$ cat config.mk
export PLATFORM = sky130hd
export DESIGN_NAME = track_occlusion_classifier
export DESIGN_NICKNAME = d
export VERILOG_FILES = /design/src/hw/rtl/toc_pkg.sv /design/src/hw/rtl/toc_regs.sv /design/src/hw/rtl/toc_ctrl.sv /design/src/hw/rtl/toc_dp.sv /design/src/hw/rtl/track_occlusion_classifier.sv
export SDC_FILE = /design/constraint.sdc
export NUM_CORES = 2
export LEC_CHECK = 0
export BUFFER_PORTS_ARGS = -buffer_cell sky130_fd_sc_hd__buf_2
export CAP_MARGIN = 40
export CELL_PAD_IN_SITES_DETAIL_PLACEMENT = 0
export CELL_PAD_IN_SITES_GLOBAL_PLACEMENT = 2
export CORE_ASPECT_RATIO = 1.75
export CORE_MARGIN = 4
export CORE_UTILIZATION = 45
export CTS_CLUSTER_SIZE = 25
export DETAILED_ROUTE_END_ITERATION = 10
export HOLD_SLACK_MARGIN = 0.03
export PLACE_DENSITY_LB_ADDON = 0.1
export SYNTH_ARGS = -nofsm -noshare
export SYNTH_HDL_FRONTEND = slang
export SYNTH_SLANG_ARGS = --single-unit
$ cat constraint.sdc
create_clock -name i_clk -period 26.3 [get_ports i_clk]
set_clock_uncertainty 0.1 [all_clocks]
set_input_delay 7.89 -clock i_clk [delete_from_list [all_inputs] [get_ports i_clk]]
set_output_delay 7.89 -clock i_clk [all_outputs]
set_load 0.005 [all_outputs]
$ cat src/hw/rtl/toc_pkg.sv
package toc_pkg;

    localparam int WINDOW_DEPTH = 10;
    localparam logic [15:0] SHAPE_RATIO_REF = 16'd4096;

    localparam int SCORE_W    = 16;
    localparam int RATIO_W    = 16;
    localparam int RATIO_FRAC = 12;
    localparam int CONF_W     = 20;

    localparam int SUM_W     = $clog2(WINDOW_DEPTH * 65535 + 1);
    localparam int HEAD_W    = (WINDOW_DEPTH > 1) ? $clog2(WINDOW_DEPTH) : 1;
    localparam int FILL_W    = $clog2(WINDOW_DEPTH + 1);
    localparam int DIV_PRE   = RATIO_W - RATIO_FRAC;
    localparam int DIV_CNT_W = $clog2(RATIO_W);

    localparam logic [RATIO_W-1:0] RATIO_ONE = RATIO_W'(1 << RATIO_FRAC);

    // Confidence sums are kept in units of 2^-15/10 and scaled by 1/80 into Q7.12.
    // The 1/80 is a shift by four followed by a reciprocal multiply for 1/5.
    localparam int ACC_W      = 26;
    localparam int ACC_SHIFT  = 4;
    localparam int RECIP_IN_W = ACC_W - ACC_SHIFT;
    localparam int RECIP_K    = 25;
    localparam int RECIP_W    = 23;
    localparam int PROD_W     = RECIP_IN_W + RECIP_W;
    localparam logic [RECIP_W-1:0] RECIP_FIVE = RECIP_W'((1 << RECIP_K) / 5 + 1);
    localparam int Q_BIAS = 131072;
    localparam logic [ACC_W-1:0] ACC_OFFSET = ACC_W'(40 + 80 * Q_BIAS);

    localparam int W_OCC_RATIO = 56;
    localparam int W_OCC_IOU   = 5;
    localparam int W_OCC_SHAPE = 40;
    localparam int W_REA_SCORE = 20;
    localparam int W_REA_RATIO = 160;
    localparam int W_REA_SHAPE = 16;

    localparam logic signed [CONF_W:0] CONF_HI = (CONF_W+1)'((1 << (CONF_W - 1)) - 1);
    localparam logic signed [CONF_W:0] CONF_LO = -((CONF_W+1)'(1 << (CONF_W - 1)));

    localparam int PADDR_W = 5;
    localparam int PDATA_W = 32;

    typedef enum logic [2:0] {
        REG_OCC_SCORE_LIMIT = 3'd0,
        REG_OCC_RATIO_LIMIT = 3'd1,
        REG_OCC_IOU_LIMIT   = 3'd2,
        REG_REA_SCORE_LIMIT = 3'd3,
        REG_REA_RATIO_LIMIT = 3'd4,
        REG_REA_IOU_LIMIT   = 3'd5,
        REG_OCC_LEVEL       = 3'd6,
        REG_REA_LEVEL       = 3'd7
    } t_reg_idx;

    localparam logic [15:0] RST_OCC_SCORE_LIMIT = 16'd9830;
    localparam logic [15:0] RST_OCC_RATIO_LIMIT = 16'd2048;
    localparam logic [15:0] RST_OCC_IOU_LIMIT   = 16'd9830;
    localparam logic [15:0] RST_REA_SCORE_LIMIT = 16'd16384;
    localparam logic [15:0] RST_REA_RATIO_LIMIT = 16'd3277;
    localparam logic [15:0] RST_REA_IOU_LIMIT   = 16'd13107;
    localparam logic signed [CONF_W-1:0] RST_OCC_LEVEL = 20'sd4096;
    localparam logic signed [CONF_W-1:0] RST_REA_LEVEL = 20'sd4096;

    typedef struct packed {
        logic [15:0] track_score;
        logic [15:0] overlap_iou;
        logic [15:0] shape_ratio;
        logic        restart;
    } t_in;

    typedef struct packed {
        logic [15:0]              score_ratio_out;
        logic signed [CONF_W-1:0] occlusion_confidence;
        logic signed [CONF_W-1:0] reappear_confidence;
        logic                     occluded_flag;
        logic                     is_reappeared;
    } t_out;

    typedef struct packed {
        logic [15:0]              occluded_score_limit;
        logic [15:0]              occluded_ratio_limit;
        logic [15:0]              occluded_iou_limit;
        logic [15:0]              reappear_score_limit;
        logic [15:0]              reappear_ratio_limit;
        logic [15:0]              reappear_iou_limit;
        logic signed [CONF_W-1:0] occlusion_decision_level;
        logic signed [CONF_W-1:0] reappear_decision_level;
    } t_cfg;

    typedef struct packed {
        logic capture;
        logic append;
        logic quick;
        logic div_init;
        logic div_step;
        logic commit;
        logic conf_sum;
        logic conf_mul;
        logic load_out;
    } t_cmd;

    typedef struct packed {
        logic full;
        logic quick_case;
    } t_sts;

    typedef enum logic [2:0] {
        S_IDLE     = 3'd0,
        S_START    = 3'd1,
        S_DIV      = 3'd2,
        S_UPDATE   = 3'd3,
        S_CONF_SUM = 3'd4,
        S_CONF_MUL = 3'd5,
        S_CONF_FIN = 3'd6
    } t_state;

    // Takes the reciprocal product, removes the bias and clamps to signed Q7.12.
    function automatic logic signed [CONF_W-1:0] conf_finish(input logic [PROD_W-1:0] p);
        logic [CONF_W-1:0]        q5;
        logic signed [CONF_W:0]   qs;
        logic signed [CONF_W-1:0] r;
        q5 = p[RECIP_K +: CONF_W];
        qs = $signed({1'b0, q5}) - $signed((CONF_W+1)'(Q_BIAS));
        if (qs > CONF_HI) begin
            r = CONF_HI[CONF_W-1:0];
        end else if (qs < CONF_LO) begin
            r = CONF_LO[CONF_W-1:0];
        end else begin
            r = qs[CONF_W-1:0];
        end
        return r;
    endfunction

endpackage

$ cat src/hw/rtl/toc_regs.sv
module toc_regs (
    input  logic                         i_clk,
    input  logic                         i_rst_n,
    input  logic                         psel,
    input  logic                         penable,
    input  logic                         pwrite,
    input  logic [toc_pkg::PADDR_W-1:0]  paddr,
    input  logic [toc_pkg::PDATA_W-1:0]  pwdata,
    output logic [toc_pkg::PDATA_W-1:0]  prdata,
    output logic                         pready,
    output toc_pkg::t_cfg                o_cfg
);
    import toc_pkg::*;

    t_cfg     r_cfg;
    t_reg_idx w_idx;
    logic     w_wr;

    assign pready = 1'b1;
    assign w_idx  = t_reg_idx'(paddr[PADDR_W-1:2]);
    assign w_wr   = psel && penable && pwrite;
    assign o_cfg  = r_cfg;

    always_ff @(posedge i_clk) begin
        if (!i_rst_n) begin
            r_cfg.occluded_score_limit     <= RST_OCC_SCORE_LIMIT;
            r_cfg.occluded_ratio_limit     <= RST_OCC_RATIO_LIMIT;
            r_cfg.occluded_iou_limit       <= RST_OCC_IOU_LIMIT;
            r_cfg.reappear_score_limit     <= RST_REA_SCORE_LIMIT;
            r_cfg.reappear_ratio_limit     <= RST_REA_RATIO_LIMIT;
            r_cfg.reappear_iou_limit       <= RST_REA_IOU_LIMIT;
            r_cfg.occlusion_decision_level <= RST_OCC_LEVEL;
            r_cfg.reappear_decision_level  <= RST_REA_LEVEL;
        end else if (w_wr) begin
            unique case (w_idx)
                REG_OCC_SCORE_LIMIT: r_cfg.occluded_score_limit     <= pwdata[15:0];
                REG_OCC_RATIO_LIMIT: r_cfg.occluded_ratio_limit     <= pwdata[15:0];
                REG_OCC_IOU_LIMIT:   r_cfg.occluded_iou_limit       <= pwdata[15:0];
                REG_REA_SCORE_LIMIT: r_cfg.reappear_score_limit     <= pwdata[15:0];
                REG_REA_RATIO_LIMIT: r_cfg.reappear_ratio_limit     <= pwdata[15:0];
                REG_REA_IOU_LIMIT:   r_cfg.reappear_iou_limit       <= pwdata[15:0];
                REG_OCC_LEVEL:       r_cfg.occlusion_decision_level <= pwdata[CONF_W-1:0];
                REG_REA_LEVEL:       r_cfg.reappear_decision_level  <= pwdata[CONF_W-1:0];
            endcase
        end
    end

    always_comb begin
        unique case (w_idx)
            REG_OCC_SCORE_LIMIT: prdata = PDATA_W'(r_cfg.occluded_score_limit);
            REG_OCC_RATIO_LIMIT: prdata = PDATA_W'(r_cfg.occluded_ratio_limit);
            REG_OCC_IOU_LIMIT:   prdata = PDATA_W'(r_cfg.occluded_iou_limit);
            REG_REA_SCORE_LIMIT: prdata = PDATA_W'(r_cfg.reappear_score_limit);
            REG_REA_RATIO_LIMIT: prdata = PDATA_W'(r_cfg.reappear_ratio_limit);
            REG_REA_IOU_LIMIT:   prdata = PDATA_W'(r_cfg.reappear_iou_limit);
            REG_OCC_LEVEL: prdata = PDATA_W'(unsigned'(r_cfg.occlusion_decision_level));
            REG_REA_LEVEL: prdata = PDATA_W'(unsigned'(r_cfg.reappear_decision_level));
        endcase
    end

endmodule

$ cat src/hw/rtl/toc_ctrl.sv
module toc_ctrl (
    input  logic          i_clk,
    input  logic          i_rst_n,
    input  logic          i_in_valid,
    output logic          o_in_stall,
    output logic          o_out_valid,
    input  logic          i_out_stall,
    input  toc_pkg::t_sts i_sts,
    output toc_pkg::t_cmd o_cmd
);
    import toc_pkg::*;

    t_state               r_state, n_state;
    logic [DIV_CNT_W-1:0] r_cnt, n_cnt;
    logic                 r_out_valid, n_out_valid;
    logic                 w_out_free;

    assign w_out_free  = !r_out_valid || !i_out_stall;
    assign o_out_valid = r_out_valid;
    assign o_in_stall  = (r_state != S_IDLE);

    always_ff @(posedge i_clk) begin
        if (!i_rst_n) begin
            r_state     <= S_IDLE;
            r_cnt       <= '0;
            r_out_valid <= 1'b0;
        end else begin
            r_state     <= n_state;
            r_cnt       <= n_cnt;
            r_out_valid <= n_out_valid;
        end
    end

    always_comb begin
        n_state     = r_state;
        n_cnt       = r_cnt;
        o_cmd       = '0;
        n_out_valid = r_out_valid && i_out_stall;
        unique case (r_state)
            S_IDLE: begin
                if (i_in_valid) begin
                    o_cmd.capture = 1'b1;
                    n_state       = S_START;
                end
            end
            S_START: begin
                if (!i_sts.full) begin
                    o_cmd.append = 1'b1;
                    n_state      = S_CONF_SUM;
                end else if (i_sts.quick_case) begin
                    o_cmd.quick = 1'b1;
                    n_state     = S_UPDATE;
                end else begin
                    o_cmd.div_init = 1'b1;
                    n_cnt          = '0;
                    n_state        = S_DIV;
                end
            end
            S_DIV: begin
                o_cmd.div_step = 1'b1;
                n_cnt          = r_cnt + 1'b1;
                if (r_cnt == DIV_CNT_W'(RATIO_W - 1)) begin
                    n_state = S_UPDATE;
                end
            end
            S_UPDATE: begin
                o_cmd.commit = 1'b1;
                n_state      = S_CONF_SUM;
            end
            S_CONF_SUM: begin
                o_cmd.conf_sum = 1'b1;
                n_state        = S_CONF_MUL;
            end
            S_CONF_MUL: begin
                o_cmd.conf_mul = 1'b1;
                n_state        = S_CONF_FIN;
            end
            S_CONF_FIN: begin
                if (w_out_free) begin
                    o_cmd.load_out = 1'b1;
                    n_out_valid    = 1'b1;
                    n_state        = S_IDLE;
                end
            end
            default: begin
                n_state = S_IDLE;
            end
        endcase
    end

endmodule

$ cat src/hw/rtl/toc_dp.sv
module toc_dp (
    input  logic          i_clk,
    input  logic          i_rst_n,
    input  toc_pkg::t_in  i_in_data,
    input  toc_pkg::t_cfg i_cfg,
    input  toc_pkg::t_cmd i_cmd,
    output toc_pkg::t_sts o_sts,
    output toc_pkg::t_out o_out_data
);
    import toc_pkg::*;

    t_in                   r_item;
    logic [SCORE_W-1:0]    r_win [WINDOW_DEPTH];
    logic [HEAD_W-1:0]     r_head;
    logic [FILL_W-1:0]     r_fill;
    logic [SUM_W-1:0]      r_sum;
    logic [RATIO_W-1:0]    r_ratio;
    logic [SUM_W-1:0]      r_rem;
    logic [RATIO_W-1:0]    r_dbits;
    logic [RATIO_W-1:0]    r_quot;
    logic [RECIP_IN_W-1:0] r_u_occ, r_u_rea;
    logic [PROD_W-1:0]     r_p_occ, r_p_rea;
    t_out                  r_out;

    logic [SUM_W-1:0]      w_prod;
    logic [SUM_W:0]        w_trial;
    logic                  w_fits;
    logic [HEAD_W-1:0]     w_head_next;
    logic                  w_win_wr;
    logic                  w_replace;
    logic [15:0]           w_d, w_sa, w_ra, w_ia, w_rs, w_rr;
    logic [16:0]           w_ri;
    logic [ACC_W-1:0]      w_occ_acc, w_rea_acc;
    logic signed [CONF_W-1:0] w_occ_q, w_rea_q;

    assign w_prod  = SUM_W'(r_item.track_score) * SUM_W'(WINDOW_DEPTH);
    assign w_trial = {r_rem, r_dbits[RATIO_W-1]};
    assign w_fits  = (w_trial >= {1'b0, r_sum});

    assign w_head_next = (r_head == HEAD_W'(WINDOW_DEPTH - 1)) ? '0 : r_head + 1'b1;
    assign w_replace   = (r_quot > i_cfg.occluded_ratio_limit);
    assign w_win_wr    = i_cmd.append || (i_cmd.commit && w_replace);

    assign o_sts.full       = (r_fill == FILL_W'(WINDOW_DEPTH));
    assign o_sts.quick_case = (r_sum == '0) ||
                              ({{DIV_PRE{1'b0}}, w_prod} >= {r_sum, {DIV_PRE{1'b0}}});

    always_ff @(posedge i_clk) begin
        if (w_win_wr) begin
            r_win[r_head] <= r_item.track_score;
        end
    end

    always_ff @(posedge i_clk) begin
        if (!i_rst_n) begin
            r_head  <= '0;
            r_fill  <= '0;
            r_sum   <= '0;
            r_ratio <= RATIO_ONE;
        end else if (i_cmd.capture && i_in_data.restart) begin
            r_head  <= '0;
            r_fill  <= '0;
            r_sum   <= '0;
            r_ratio <= RATIO_ONE;
        end else if (i_cmd.append) begin
            r_head <= w_head_next;
            r_fill <= r_fill + 1'b1;
            r_sum  <= r_sum + SUM_W'(r_item.track_score);
        end else if (i_cmd.commit) begin
            r_ratio <= r_quot;
            if (w_replace) begin
                r_head <= w_head_next;
                r_sum  <= r_sum - SUM_W'(r_win[r_head]) + SUM_W'(r_item.track_score);
            end
        end
    end

    always_ff @(posedge i_clk) begin
        if (i_cmd.capture) begin
            r_item <= i_in_data;
        end
        if (i_cmd.quick) begin
            r_quot <= (r_sum == '0) ? '0 : '1;
        end else if (i_cmd.div_init) begin
            r_rem   <= w_prod >> DIV_PRE;
            r_dbits <= {w_prod[DIV_PRE-1:0], {RATIO_FRAC{1'b0}}};
        end else if (i_cmd.div_step) begin
            r_rem   <= w_fits ? SUM_W'(w_trial - {1'b0, r_sum}) : w_trial[SUM_W-1:0];
            r_dbits <= {r_dbits[RATIO_W-2:0], 1'b0};
            r_quot  <= {r_quot[RATIO_W-2:0], w_fits};
        end
        if (i_cmd.conf_sum) begin
            r_u_occ <= w_occ_acc[ACC_W-1:ACC_SHIFT];
            r_u_rea <= w_rea_acc[ACC_W-1:ACC_SHIFT];
        end
        if (i_cmd.conf_mul) begin
            r_p_occ <= PROD_W'(r_u_occ) * PROD_W'(RECIP_FIVE);
            r_p_rea <= PROD_W'(r_u_rea) * PROD_W'(RECIP_FIVE);
        end
        if (i_cmd.load_out) begin
            r_out.score_ratio_out      <= r_ratio;
            r_out.occlusion_confidence <= w_occ_q;
            r_out.reappear_confidence  <= w_rea_q;
            r_out.occluded_flag        <= (w_occ_q > i_cfg.occlusion_decision_level);
            r_out.is_reappeared        <= (w_rea_q > i_cfg.reappear_decision_level);
        end
    end

    always_comb begin
        w_d  = (r_item.shape_ratio >= SHAPE_RATIO_REF) ? r_item.shape_ratio - SHAPE_RATIO_REF
                                                       : SHAPE_RATIO_REF - r_item.shape_ratio;
        w_sa = (i_cfg.occluded_score_limit > r_item.track_score)
             ? i_cfg.occluded_score_limit - r_item.track_score : '0;
        w_ra = (i_cfg.occluded_ratio_limit > r_ratio) ? i_cfg.occluded_ratio_limit - r_ratio : '0;
        w_ia = (i_cfg.occluded_iou_limit > r_item.overlap_iou)
             ? i_cfg.occluded_iou_limit - r_item.overlap_iou : '0;
        w_rs = (r_item.track_score > i_cfg.reappear_score_limit)
             ? r_item.track_score - i_cfg.reappear_score_limit : '0;
        w_rr = (r_ratio > i_cfg.reappear_ratio_limit) ? r_ratio - i_cfg.reappear_ratio_limit : '0;
        w_ri = {1'b0, r_item.overlap_iou} - {1'b0, i_cfg.reappear_iou_limit};

        w_occ_acc = ACC_W'(w_sa)
                  + ACC_W'(w_ra) * ACC_W'(W_OCC_RATIO)
                  + ACC_W'(w_ia) * ACC_W'(W_OCC_IOU)
                  + ACC_W'(w_d)  * ACC_W'(W_OCC_SHAPE)
                  + ACC_OFFSET;
        w_rea_acc = ACC_W'(w_rs) * ACC_W'(W_REA_SCORE)
                  + ACC_W'(w_rr) * ACC_W'(W_REA_RATIO)
                  + {{(ACC_W-17){w_ri[16]}}, w_ri}
                  - ACC_W'(w_d)  * ACC_W'(W_REA_SHAPE)
                  + ACC_OFFSET;
    end

    assign w_occ_q    = conf_finish(r_p_occ);
    assign w_rea_q    = conf_finish(r_p_rea);
    assign o_out_data = r_out;

endmodule

$ cat src/hw/rtl/track_occlusion_classifier.sv
// Occlusion and reappearance classifier for one tracked object, one item per frame.
// The input channel carries the frame's score, IoU, shape ratio and restart bit; an
// item transfers when i_in_valid is high and o_in_stall is low. The output channel
// carries the score ratio, both confidences and both flags; a result transfers when
// o_out_valid is high and i_out_stall is low.
// Items are worked one at a time. While the score window fills, an item goes from
// capture through the append and the confidence sum, multiply and finish states, and
// the next item can transfer once the block is back in idle. Once the window is full,
// the score ratio comes from a radix-2 divider: setup, 16 quotient steps and the
// window update come before the confidence states. A zero or saturating ratio skips
// the divider but still passes through the window update state.
// The input is stalled while an item is at work. A finished result sits in the
// output register, so the next item is taken while the receiver stalls; the block
// then waits with its next result until the output register is free.
// The user writes thresholds and decision levels over the APB port only while the
// block is idle; the block does not enforce it. Reset restores register defaults,
// empties the window and sets the ratio to 1.0; a restart item first does both.
module track_occlusion_classifier (
    input  logic                        i_clk,
    input  logic                        i_rst_n,
    input  logic                        i_in_valid,
    output logic                        o_in_stall,
    input  toc_pkg::t_in                i_in_data,
    output logic                        o_out_valid,
    input  logic                        i_out_stall,
    output toc_pkg::t_out               o_out_data,
    input  logic                        psel,
    input  logic                        penable,
    input  logic                        pwrite,
    input  logic [toc_pkg::PADDR_W-1:0] paddr,
    input  logic [toc_pkg::PDATA_W-1:0] pwdata,
    output logic [toc_pkg::PDATA_W-1:0] prdata,
    output logic                        pready
);
    import toc_pkg::*;

    t_cfg w_cfg;
    t_cmd w_cmd;
    t_sts w_sts;

    toc_regs u_regs (
        .i_clk   (i_clk),
        .i_rst_n (i_rst_n),
        .psel    (psel),
        .penable (penable),
        .pwrite  (pwrite),
        .paddr   (paddr),
        .pwdata  (pwdata),
        .prdata  (prdata),
        .pready  (pready),
        .o_cfg   (w_cfg)
    );

    toc_ctrl u_ctrl (
        .i_clk       (i_clk),
        .i_rst_n     (i_rst_n),
        .i_in_valid  (i_in_valid),
        .o_in_stall  (o_in_stall),
        .o_out_valid (o_out_valid),
        .i_out_stall (i_out_stall),
        .i_sts       (w_sts),
        .o_cmd       (w_cmd)
    );

    toc_dp u_dp (
        .i_clk      (i_clk),
        .i_rst_n    (i_rst_n),
        .i_in_data  (i_in_data),
        .i_cfg      (w_cfg),
        .i_cmd      (w_cmd),
        .o_sts      (w_sts),
        .o_out_data (o_out_data)
    );

    a_one_at_a_time: assert property (@(posedge i_clk) disable iff (!i_rst_n)
        (i_in_valid && !o_in_stall) |=> o_in_stall)
        else $error("input taken while an item is still at work");

    a_valid_from_load: assert property (@(posedge i_clk) disable iff (!i_rst_n)
        $rose(o_out_valid) |-> $past(w_cmd.load_out))
        else $error("result shown without an output load");

    a_load_when_free: assert property (@(posedge i_clk) disable iff (!i_rst_n)
        w_cmd.load_out |-> (!o_out_valid || !i_out_stall))
        else $error("output register overwritten while its result is stalled");

    a_occ_flag: assert property (@(posedge i_clk) disable iff (!i_rst_n)
        o_out_valid |-> (o_out_data.occluded_flag ==
                         (o_out_data.occlusion_confidence > w_cfg.occlusion_decision_level)))
        else $error("occluded flag disagrees with its confidence");

endmodule

==> results.py <==
metrics = {
    "outcome": {
        "outcome": "completed",
    },
    "synth": {
        "synthArstFlopShare": 0,
        "yosys.area_share.simple": 0.109,
        "syn_avg_cell_area_um2": 9.79,
        "synth_compound_area_frac": 0.131,
        "synth_common_cells": "inv_1, ha_1, nand2_1, edfxtp_1, fa_1",
        "synth.area.top_cells": "edfxtp_1, ha_1, fa_1, dfxtp_1, inv_1",
        "ys_seq_area_frac": 0.284,
        "ys_types": 90,
        "synth_top_cell_by_area": "edfxtp_1",
        "netlist_instances": 5579,
        "synth_warnings": 0,
        "synth_xor_area_frac": 0.0457,
        "synthFlopType": "edfxtp_1",
        "synth_top_area_share": 0.213,
        "synth.most_common_cell": "inv_1",
        "synth_fa_ha_area_frac": 0.332,
        "synth_edf_count": 388,
        "synth-seq-cells": 580,
        "synth_top_family_by_area": "adder cells",
        "synth_mux_area_frac": 0.0258,
        "syn-cell-area_um2": 54600,
    },
    "global_routing": {
        "antenna_found_initial": 14,
        "overflow": 0,
        "grt_first_pass_wirelength_um": 258000,
        "gr-usage-met2": 0.521,
        "grt.busiest_layer": "met2",
        "grt_use_met1": 0.288,
        "grt_usage": 0.271,
        "use_met3": 0.0247,
        "grt_max_degree": 91,
        "grt_pass1_vias": 41292,
    },
    "critical_path": {
        "cp.required_ns": 18.31,
        "slowest_stage": "a21oi_1",
        "crit_family": "buffers and inverters",
        "crit_path_max_fanout": 46,
        "r2r.worst_path.cells": 48,
        "cp.arrival_ns": 10.62,
        "r2r_end": "u_dp.r_u_rea[21]$_DFFE_PP_",
        "path_class": "primary input to output pin",
        "cp_num_buf_inv": 4,
        "max_stage_delay_ns": 0.52,
        "critPathLaunch": "paddr[3]",
        "r2r_slack_ns": 14.72,
        "critPathLaunchType": "primary input",
        "timing.rr.start": "u_dp.r_item[33]$_DFFE_PP_",
        "critPathCaptureType": "output pin",
        "worstPathCellList": "buf_2 -> buf_4 -> clkinv_1 -> nor2_1 -> a22oi_1 -> o22ai_1 -> a21oi_1 -> a21oi_1 -> buf_2",
    },
    "clocking": {
        "numCtsBuffers": 59,
        "cts_root_buf": "clkbuf_16",
        "cts_resized": 0,
        "cts_setup_buffers": 0,
        "cts_max_level": 2,
        "clock_sinks": 580,
        "cts.path.max_buffers": 3,
        "cts.clk_slew.worst_paths_ns": 0.07,
        "hold_buffers": 0,
        "clk-insertion-delay-late_ns": 0.71,
        "cts_tree": "done",
    },
    "sta": {
        "fmax_mhz": 53.7,
        "rsz0062_at_grt": "no",
        "post-route-period-util": 0.708,
        "setup_viol": 0,
        "finalHoldViolCount": 0,
        "tightestPinTransition_ns": 0.925,
        "fin_crit_ns": 18.61,
        "tns_ns": 0,
        "slew_violations": 0,
        "slew_headroom": 0.383,
    },
    "die": {
        "coreArea_um2": 120000,
        "fp.dieArea_um2": 127000,
        "num_rows": 168,
        "pin_count": 186,
        "die_w_um": 271,
        "die_h_um": 469,
        "start_util": 0.454,
    },
    "placement": {
        "place.gp.congestion": 0.966,
        "dp_cells": 7302,
        "hpwlAfterDp_um": 145000,
        "dpl-instance-area_um2": 57700,
        "port_buffers": 158,
    },
    "detailed_routing": {
        "antenna_left": 0,
        "drc": 0,
        "vias": 40069,
        "via_per_inst": 5.40,
        "drt_first_iter_violations": 1897,
        "dr.pass1.iters": 7,
        "totalWireLength_um": 174000,
        "wl_per_cell_um": 23.5,
    },
    "hold_path": {
        "hold_path_startpoint": "u_regs.o_cfg[27]$_SDFFE_PN0P_",
        "min_to": "u_regs.o_cfg[27]$_SDFFE_PN0P_",
        "hold_path_class": "register to register",
        "hold_depth": 2,
    },
    "finish": {
        "drive_above_1_share": 0.0802,
        "area_growth_syn_to_layout_pct": 9.45,
        "design_area_um2": 59800,
        "num-nets-final": 7066,
        "fin_cells": 7418,
    },
    "flow_run": {
        "cap_violations": 0,
    },
}
-- final cells by class --
class                   count  area, µm²
flip-flops and latches    580      15500
multi-input cells        3984      35300
fillers                 11564      60500
clock buffers              74       1650
inverters                 878       3300
well taps                1615       2020
clock inverters            38        387
diodes                      4       10.0
repair buffers            245       1590
-- worst min-delay path: stages (launching register included) --
cell and delay, ns:
dfxtp_1 0.31, nand2_1 0.05, a21boi_0 0.06
-- layout by cell type, fill, tap and decap left out, types with 95 or more instances in the layout --
master / instances
a21boi_0: 127
dfxtp_1: 191
buf_2: 163
edfxtp_1: 388
a21o_1: 142
o21ai_0: 164
nand2_1: 460
xnor2_1: 190
a21oi_1: 299
ha_1: 855
xor2_1: 95
fa_1: 370
inv_1: 877
nor2_1: 320
-- layer usage --
metal | wire, µm | vias up
li1 | - | 19414
met3 | 5290 | 339
met2 | 92800 | 781
met1 | 63400 | 19523
met5 | 76 | -
met4 | 12500 | 12
-- metrics by stage --
stage / utilization / hold slack (ns) / setup slack (ns)
finish: 0.497 / 0.365 / 7.69
detailed placement: 0.480 / 0.359 / 7.77
global route: 0.497 / 0.389 / 7.55
global placement: 0.477 / 0.350 / 7.78
CTS: 0.497 / 0.368 / 7.77
floorplan: - / 0.337 / 8.79
-- flip-flops by register name (all words and copies together), names as in the netlist, named ones only --
signal and cells:
u_dp.r_ratio 16, u_dp.r_u_occ 21, u_ctrl.r_cnt 4, u_dp.r_p_occ 20, u_dp.r_rem 20, u_dp.r_win 160
u_dp.r_head 4, u_dp.r_sum 20, u_dp.o_out_data 58, u_dp.r_quot 16, u_dp.r_dbits 3, u_dp.r_fill 4
u_ctrl.r_state 3, u_dp.r_u_rea 22, u_regs.o_cfg 136, u_dp.r_item 48, u_dp.r_p_rea 20, u_ctrl.o_out_valid 1
-- how the worst max path moves through the flow --
stage               cells after the start         end  slack [ns]
global route                            9   prdata[5]        7.55
CTS                                     9   prdata[5]        7.77
finish                                  9   prdata[5]        7.69
floorplan                               6  prdata[10]        8.79
global placement                        9   prdata[5]        7.78
detailed placement                      9   prdata[5]        7.77
-- cells by family after synthesis --
| kind of cell | count (synthesis) |
|---|---|
| multiplexers | 94 |
| AO/OA/AOI/OAI | 1080 |
| flip-flops | 580 |
| adder cells (fa/ha/maj) | 1225 |
| other | 2 |
| buffers and inverters | 1027 |
| XOR/XNOR | 285 |
| AND/OR/NAND/NOR | 1286 |
Power is left out: the tool's default activity adds up to more than one toggle a clock period on the data nets, which glitch-free logic cannot reach.
